===== config.mk =====
export PLATFORM = sky130hd
export DESIGN_NAME = sorted_list_insert_remove_core
export DESIGN_NICKNAME = d
export VERILOG_FILES = /design/src/rtl/slist_pkg.sv /design/src/rtl/slist_ram.sv /design/src/rtl/sorted_list_insert_remove_core.sv
export SDC_FILE = /design/constraint.sdc
export NUM_CORES = 1
export LEC_CHECK = 0
export ABC_AREA = 1
export BUFFER_PORTS_ARGS = -buffer_cell sky130_fd_sc_hd__buf_2
export CELL_PAD_IN_SITES_DETAIL_PLACEMENT = 1
export CELL_PAD_IN_SITES_GLOBAL_PLACEMENT = 1
export CORE_ASPECT_RATIO = 0.9
export CORE_MARGIN = 2
export CORE_UTILIZATION = 54
export CTS_CLUSTER_DIAMETER = 50
export CTS_CLUSTER_SIZE = 20
export DETAILED_ROUTE_END_ITERATION = 16
export PLACE_DENSITY_LB_ADDON = 0.2
export SLEW_MARGIN = 20
export SYNTH_ARGS = -nofsm -noshare
export SYNTH_HDL_FRONTEND = slang
export SYNTH_SLANG_ARGS = --single-unit

===== constraint.sdc =====
create_clock -name clock -period 15 [get_ports clock]
set_input_delay 3 -clock clock [delete_from_list [all_inputs] [get_ports clock]]
set_output_delay 3 -clock clock [all_outputs]
set_load 0.05 [all_outputs]

===== src/rtl/slist_pkg.sv =====
// package for the sorted list insert/remove core
// holds operation kinds, status codes, controller states and the default capacity
// no dependencies
package slist_pkg;

   localparam int SLIST_CAPACITY = 16;
   localparam int VALUE_W        = 32;

   typedef enum logic [1:0] {
      KIND_INSERT = 2'd0,
      KIND_REMOVE = 2'd1,
      KIND_SHOW   = 2'd2
   } kind_type;

   typedef enum logic [1:0] {
      STAT_OK        = 2'd0,
      STAT_FULL      = 2'd1,
      STAT_NOT_FOUND = 2'd2,
      STAT_EMPTY     = 2'd3
   } status_type;

   typedef enum logic [2:0] {
      ST_IDLE,
      ST_INS_CMP,
      ST_INS_PUT,
      ST_REM_CMP,
      ST_SHOW_RD,
      ST_SHOW_OUT,
      ST_REPLY
   } state_type;

endpackage


===== src/rtl/slist_ram.sv =====
// single-port-write, single-port-read memory holding the list entries
// read data is registered and held until the next read; uses slist_pkg defaults
module slist_ram
   import slist_pkg::*;
#(
   parameter int DEPTH = SLIST_CAPACITY,
   parameter int WIDTH = VALUE_W
) (
   input  logic                     clock,
   input  logic                     wr_en,
   input  logic [$clog2(DEPTH)-1:0] wr_addr,
   input  logic [WIDTH-1:0]         wr_data,
   input  logic                     rd_en,
   input  logic [$clog2(DEPTH)-1:0] rd_addr,
   output logic [WIDTH-1:0]         rd_data
);

   logic [WIDTH-1:0] mem [DEPTH];
   logic [WIDTH-1:0] rd_data_ff;

   always_ff @(posedge clock) begin
      if (wr_en) begin
         mem[wr_addr] <= wr_data;
      end
   end

   always_ff @(posedge clock) begin
      if (rd_en) begin
         rd_data_ff <= mem[rd_addr];
      end
   end

   assign rd_data = rd_data_ff;

endmodule


===== src/rtl/sorted_list_insert_remove_core.sv =====
// top level of the sorted list core: controller, entry count and result register
// depends on slist_pkg and slist_ram
//
// Keeps up to CAPACITY signed 32-bit values in ascending order in one memory
// with a registered read port. One request is worked on at a time. An insert
// walks down from the top entry, moving every entry that is >= the new value up
// by one slot, one entry per cycle, then drops the value into the gap. On an
// empty list the value goes straight into slot zero, and on a full list the
// insert is refused. A remove reads every entry once from the bottom and closes
// the gap behind the first match. A show reads each entry and then loads it
// into the result register (read, then load of the result register), waiting
// while that register still holds an untaken result; an empty list gives one
// result. The single memory read port is why the walks visit entries one by one.
// The result register lets the next request in while the last result of the
// previous one still waits for the consumer. Unused kind codes are taken and give no result.
module sorted_list_insert_remove_core
   import slist_pkg::*;
#(
   parameter int CAPACITY = SLIST_CAPACITY
) (
   input  logic        clock,
   input  logic        reset,
   // request stream
   input  logic        req_tvalid,
   output logic        req_tready,
   input  logic [31:0] req_tdata,   // [31:0] value
   input  logic [1:0]  req_tuser,   // [1:0] kind
   // result stream
   output logic        rsp_tvalid,
   input  logic        rsp_tready,
   output logic [39:0] rsp_tdata,   // [31:0] item, [33:32] status, zero above
   output logic        rsp_tlast    // last result of the request
);

   localparam int IDX_W = $clog2(CAPACITY);
   localparam int CNT_W = $clog2(CAPACITY + 1);

   // controller state
   state_type          state_ff, state_in;
   logic [IDX_W-1:0]   idx_ff, idx_in;
   logic [CNT_W-1:0]   count_ff, count_in;
   logic               found_ff, found_in;
   status_type         status_ff, status_in;
   logic [VALUE_W-1:0] value_ff, value_in;

   // result register
   logic               rsp_valid_ff, rsp_valid_in;
   logic [VALUE_W-1:0] rsp_item_ff, rsp_item_in;
   status_type         rsp_status_ff, rsp_status_in;
   logic               rsp_last_ff, rsp_last_in;

   // memory port
   logic               ram_we;
   logic [IDX_W-1:0]   ram_waddr;
   logic [VALUE_W-1:0] ram_wdata;
   logic               ram_re;
   logic [IDX_W-1:0]   ram_raddr;
   logic [VALUE_W-1:0] ram_rdata;

   logic               accept;
   logic               out_free;
   logic               rsp_load;
   logic [CNT_W-1:0]   count_dec;
   logic [IDX_W-1:0]   last_idx;
   logic [IDX_W-1:0]   idx_inc;
   logic [IDX_W-1:0]   idx_dec;
   logic               list_full;
   logic               list_empty;
   logic               at_last;
   logic               rd_ge;
   logic               rd_eq;
   kind_type           req_kind;

   slist_ram #(
      .DEPTH (CAPACITY),
      .WIDTH (VALUE_W)
   ) u_ram (
      .clock   (clock),
      .wr_en   (ram_we),
      .wr_addr (ram_waddr),
      .wr_data (ram_wdata),
      .rd_en   (ram_re),
      .rd_addr (ram_raddr),
      .rd_data (ram_rdata)
   );

   assign req_tready = (state_ff == ST_IDLE);
   assign accept     = req_tvalid && req_tready;
   assign req_kind   = kind_type'(req_tuser);
   assign out_free   = !rsp_valid_ff || rsp_tready;

   assign count_dec  = count_ff - CNT_W'(1);
   assign last_idx   = count_dec[IDX_W-1:0];
   assign idx_inc    = idx_ff + IDX_W'(1);
   assign idx_dec    = idx_ff - IDX_W'(1);
   assign list_full  = (count_ff == CNT_W'(CAPACITY));
   assign list_empty = (count_ff == '0);
   assign at_last    = (idx_ff == last_idx);

   // signed compares against the entry just read
   assign rd_ge = ($signed(ram_rdata) >= $signed(value_ff));
   assign rd_eq = (ram_rdata == value_ff);

   // next state and working registers
   always_comb begin
      state_in  = state_ff;
      idx_in    = idx_ff;
      count_in  = count_ff;
      found_in  = found_ff;
      status_in = status_ff;
      value_in  = value_ff;
      case (state_ff)
         ST_IDLE: begin
            if (accept) begin
               value_in = req_tdata;
               found_in = 1'b0;
               case (req_kind)
                  KIND_INSERT: begin
                     if (list_full) begin
                        status_in = STAT_FULL;
                        state_in  = ST_REPLY;
                     end else if (list_empty) begin
                        // first entry goes straight into slot zero
                        count_in  = count_ff + CNT_W'(1);
                        status_in = STAT_OK;
                        state_in  = ST_REPLY;
                     end else begin
                        idx_in   = last_idx;
                        state_in = ST_INS_CMP;
                     end
                  end
                  KIND_REMOVE: begin
                     if (list_empty) begin
                        status_in = STAT_NOT_FOUND;
                        state_in  = ST_REPLY;
                     end else begin
                        idx_in   = '0;
                        state_in = ST_REM_CMP;
                     end
                  end
                  KIND_SHOW: begin
                     if (list_empty) begin
                        status_in = STAT_EMPTY;
                        state_in  = ST_REPLY;
                     end else begin
                        idx_in   = '0;
                        state_in = ST_SHOW_RD;
                     end
                  end
                  default: begin
                     state_in = ST_IDLE;
                  end
               endcase
            end
         end
         ST_INS_CMP: begin
            if (rd_ge) begin
               if (idx_ff == '0) begin
                  state_in = ST_INS_PUT;
               end else begin
                  idx_in = idx_dec;
               end
            end else begin
               count_in  = count_ff + CNT_W'(1);
               status_in = STAT_OK;
               state_in  = ST_REPLY;
            end
         end
         ST_INS_PUT: begin
            count_in  = count_ff + CNT_W'(1);
            status_in = STAT_OK;
            state_in  = ST_REPLY;
         end
         ST_REM_CMP: begin
            if (rd_eq) begin
               found_in = 1'b1;
            end
            if (at_last) begin
               if (found_ff || rd_eq) begin
                  count_in  = count_dec;
                  status_in = STAT_OK;
               end else begin
                  status_in = STAT_NOT_FOUND;
               end
               state_in = ST_REPLY;
            end else begin
               idx_in = idx_inc;
            end
         end
         ST_SHOW_RD: begin
            state_in = ST_SHOW_OUT;
         end
         ST_SHOW_OUT: begin
            if (out_free) begin
               if (at_last) begin
                  state_in = ST_IDLE;
               end else begin
                  idx_in   = idx_inc;
                  state_in = ST_SHOW_RD;
               end
            end
         end
         ST_REPLY: begin
            if (out_free) begin
               state_in = ST_IDLE;
            end
         end
         default: begin
            state_in = ST_IDLE;
         end
      endcase
   end

   // memory control and result register loading
   always_comb begin
      ram_we        = 1'b0;
      ram_waddr     = '0;
      ram_wdata     = value_ff;
      ram_re        = 1'b0;
      ram_raddr     = idx_ff;
      rsp_load      = 1'b0;
      rsp_item_in   = '0;
      rsp_status_in = status_ff;
      rsp_last_in   = 1'b1;
      case (state_ff)
         ST_IDLE: begin
            if (accept && req_kind == KIND_INSERT && !list_full && list_empty) begin
               ram_we    = 1'b1;
               ram_waddr = '0;
               ram_wdata = req_tdata;
            end
            // top entry for insert, bottom entry for remove
            if (accept && req_kind == KIND_INSERT && !list_full && !list_empty) begin
               ram_re    = 1'b1;
               ram_raddr = last_idx;
            end
            if (accept && req_kind == KIND_REMOVE && !list_empty) begin
               ram_re    = 1'b1;
               ram_raddr = '0;
            end
         end
         ST_INS_CMP: begin
            // move the entry up, or drop the value above the first smaller entry
            ram_we    = 1'b1;
            ram_waddr = idx_inc;
            ram_wdata = rd_ge ? ram_rdata : value_ff;
            if (rd_ge && idx_ff != '0) begin
               ram_re    = 1'b1;
               ram_raddr = idx_dec;
            end
         end
         ST_INS_PUT: begin
            ram_we    = 1'b1;
            ram_waddr = '0;
            ram_wdata = value_ff;
         end
         ST_REM_CMP: begin
            // behind the match every entry slides down one slot
            if (found_ff) begin
               ram_we    = 1'b1;
               ram_waddr = idx_dec;
               ram_wdata = ram_rdata;
            end
            if (!at_last) begin
               ram_re    = 1'b1;
               ram_raddr = idx_inc;
            end
         end
         ST_SHOW_RD: begin
            ram_re    = 1'b1;
            ram_raddr = idx_ff;
         end
         ST_SHOW_OUT: begin
            if (out_free) begin
               rsp_load      = 1'b1;
               rsp_item_in   = ram_rdata;
               rsp_status_in = STAT_OK;
               rsp_last_in   = at_last;
            end
         end
         ST_REPLY: begin
            if (out_free) begin
               rsp_load = 1'b1;
            end
         end
         default: begin
            rsp_load = 1'b0;
         end
      endcase
   end

   // result register valid: set on load, cleared on transfer
   always_comb begin
      rsp_valid_in = rsp_valid_ff;
      if (rsp_load) begin
         rsp_valid_in = 1'b1;
      end else if (rsp_tready) begin
         rsp_valid_in = 1'b0;
      end
   end

   always_ff @(posedge clock) begin
      if (reset) begin
         state_ff     <= ST_IDLE;
         count_ff     <= '0;
         rsp_valid_ff <= 1'b0;
      end else begin
         state_ff     <= state_in;
         count_ff     <= count_in;
         rsp_valid_ff <= rsp_valid_in;
      end
   end

   always_ff @(posedge clock) begin
      idx_ff    <= idx_in;
      found_ff  <= found_in;
      status_ff <= status_in;
      value_ff  <= value_in;
      if (rsp_load) begin
         rsp_item_ff   <= rsp_item_in;
         rsp_status_ff <= rsp_status_in;
         rsp_last_ff   <= rsp_last_in;
      end
   end

   assign rsp_tvalid = rsp_valid_ff;
   assign rsp_tdata  = {6'd0, rsp_status_ff, rsp_item_ff};
   assign rsp_tlast  = rsp_last_ff;

endmodule


==> results.md <==
* Dominant cell type by area after synthesis: edfxtp_1
* Endpoint, Worst Hold: count_ff[4]
* Total count of hold-check failures in the final report at 0
* Count of warnings emitted by yosys at 0
* Commonest non-fill, non-tap cell in the layout: nand2_1
* FF+latch count, synth at 627
* Gate count after technology mapping at 2812
* Chip Height at 224 µm
* Final min period at 6.99 ns
* Rows at 80
* Hold Buf Count CTS at 0
* Number of enable flip-flop cells after synthesis at 618
* Wire length per cell at 25.5 µm
* Global routing met2 resource utilization at 0.534
* Buffers inserted by post-CTS timing repair at 0
* Worst path max stage delay at 0.91 ns
* Share of the yosys chip area belonging to registers at 0.648
* Count of cell types in the netlist at 42
* Count of pins over their slew limit at 0
* Maximum number of pins on one net before global-route repair at 129
* Outcome: finished clean
* DRC at 0
* Crit. path cell count at 18
* Kind of capture point of the worst setup path: flop
* Crit start category: input port
* Skew-Pair Late Insertion Delay at 0.65 ns
* Library cell contributing the largest single delay on the critical path: buf_4
* Min-Delay Path Class: reg -> reg
* Number of input and output port buffers inserted at 74
* Post-Place Setup Slack at 7.52 ns
* Synthesized cell area at 28900 µm²
* Final setup slack of the worst path at 8.01 ns
* DRC marker count from the first detailed-route iteration at 1995
* Total track usage at 0.329
* Signed area change from the synthesized netlist to the final layout at 11.0%
* Total setup violations reported at the end of the flow at 0
* First-pass DRT Iterations at 5
* Hold path startpoint: count_ff[4]
* Core occupancy in the finished layout at 0.606
* Final cycle utilization of the critical path at 0.466
* Half-perimeter wire length after detailed placement at 51900 µm
* Number of buffers on the longest clock path at 3
* Depth of the worst register-to-register path at 18
* Fraction of layout cells with a size suffix above 1 at 0.0977
* Number of antenna violations at the first check in global routing at 1
* Io pins at 81
* Required arrival time at the worst endpoint at 15.39 ns
* Remaining global-route overflow at 0
* Highest-count cells in the layout ignoring fill and taps: nand2_1 (666), edfxtp_1 (618), nand3_1 (598)
* Worst-path maximum fanout at 88
* Category of the critical setup timing path: in -> reg
* Depth of the CTS H-tree at 2
* Buffers and inverters on the worst path at 6
* Number of buffers created by CTS at 55
* Critical path, cell by cell: buf_2 > inv_1 > ha_1 > nand2_1 > nor2_2 > nand2_1 > o211ai_1 > nand2_1 > inv_1 > nand2_2 > inv_6 > buf_4 > buf_4 > nand3_1 > nand3_1 > nand3_1 > nand3_1 > nand2_1
* Clock slew at the register clock pins of the worst setup and hold paths at 0.08 ns
* First-pass GRT wire length at 136000 µm
* Slew at the pin closest to its max-slew limit at 1.12 ns
* Number of maximum-capacitance constraint violations at 0
* Area enclosed by the die boundary at 55400 µm²
* Fin Setup TNS at 0 ns
* Largest delay contributor family on the critical path: buffers and inverters
* Unrepaired setup endpoints after global routing: false
* Met3 usage at 0.0449
* Per-cell via count in the routed design at 6.13
* F_max at 143 MHz
* Post-cts gate resize count at 0
* Count of nets left with antenna violations after detail routing at 0
* Worst hold stages at 2
* Initial core utilization at 0.546
* Mean instance size in the synthesized netlist at 10.3 µm²
* Clock sinks at 627
* Primary flip-flop cell chosen by synthesis mapping: edfxtp_1
* Clk root buf: clkbuf_16
* Number of global-route vias before repair at 22800
* Endpoint of the most critical register-to-register path: u_ram.rd_data[30]
* X dimension of the die at 248 µm
* Vias after detailed routing at 22000
* Dominant cells by area after synthesis: edfxtp_1 (64%), nand3_1 (10%), nand2_1 (8.7%)
* Met1 capacity usage during global routing at 0.450
* Share of synthesized registers carrying an async set or reset at 0
* Final layout net count at 2920
* Reg2Reg Setup Slack at 8.84 ns
* Signal arrival time at the worst endpoint at 7.38 ns
* Worst r2r src: u_ram.rd_data[31]
* Fillcell total at 5659
* Rel. slew slack at 0.252
* CTS tree: yes
* Detailed Route WL at 91400 µm
* Area share of the largest cell type after synthesis at 0.641
* Final estimated routing congestion in global placement at 0.918
* Global-route layer with the greatest usage: met2
* Setup clock skew after layout at 0.0410 ns
* Core box area at 53000 µm²
[worst max-delay path by stage]
stage	from	endpoint
2_1_floorplan	req_tuser[0]	u_ram.mem[0][0]
3_3_place_gp	req_tuser[0]	u_ram.rd_data[22]
3_5_place_dp	req_tuser[0]	u_ram.rd_data[15]
4_1_cts	req_tuser[0]	u_ram.rd_data[30]
5_1_grt	req_tuser[0]	u_ram.rd_data[15]
6_report	req_tuser[0]	u_ram.rd_data[30]
[stage by stage]
step                instance area (µm²)  hold WS, ns  instances
finish                            32100        0.501       3585
global route                      32100        0.529       3584
CTS                               32100        0.502       3584
detailed placement                30000        0.489       3482
global placement                  30000        0.478       3482
floorplan                         29000        0.464       2817
[Yosys cell counts, drive strengths merged, types with 7 or more instances]
cell,instances
ha,40
nor2,93
xor2,7
a21oi,62
buf,120
o2111ai,34
dfxtp,9
a22oi,32
nand3,599
edfxtp,618
nand2,671
o21ai,52
nand4,7
inv,384
clkbuf,46
[worst register-to-register path, cell delays in order, from the launching register on]
cell	delay [ns]
edfxtp_1	0.51
ha_1	0.41
nand2_1	0.10
nor2_1	0.21
nand2_1	0.12
nor4_1	0.47
nand2_1	0.15
nand3_1	0.17
nand3_1	0.32
nand3_1	0.20
nand2_2	0.10
inv_6	0.50
buf_4	0.91
buf_4	1.00
nand3_1	0.26
nand3_1	0.17
nand3_1	0.11
nand3_1	0.11
nand2_1	0.09
[routing by layer]
| metal | up-vias | share of wire |
|---|---|---|
| li1 | 9631 | - |
| met1 | 11100 | 0.40 |
| met2 | 1001 | 0.48 |
| met3 | 249 | 0.086 |
| met4 | 0 | 0.040 |
| met5 | - | 0 |
[cells by family (layout without fill, tap and decap cells)]
| family | after synthesis | after routing | synth area share |
|---|---|---|---|
| buffers and inverters | 553 | 623 | 0.0804 |
| AO/OA/AOI/OAI | 202 | 202 | 0.0443 |
| AND/OR/NAND/NOR | 1379 | 1379 | 0.207 |
| flip-flops | 627 | 627 | 0.648 |
| XOR/XNOR | 10 | 10 | 0.00329 |
| other | 1 | 7 | 0.000130 |
| adder cells (fa/ha/maj) | 40 | 40 | 0.0173 |
[sequential cells by signal (all words and copies together) (netlist names), 2 cells and up]
register       cells
u_ram.mem        512
status_ff          2
value_ff          32
rsp_status_ff      2
count_ff           5
state_ff           3
u_ram.rd_data     32
rsp_item_ff       32
idx_ff             4
[layout make-up]
type	count	area [µm²]	share of cell area
repair buffers	134	833	0.0259
diodes	1	2.50	0.0000779
clock inverters	44	622	0.0194
well taps	697	872	0.0272
inverters	387	1460	0.0454
clock buffers	58	1430	0.0445
flip-flops and latches	627	18700	0.583
multi-input cells	1637	8160	0.254
Power is not shown: default switching activity piles up to over one toggle a cycle in this logic, so the estimate is an artifact.
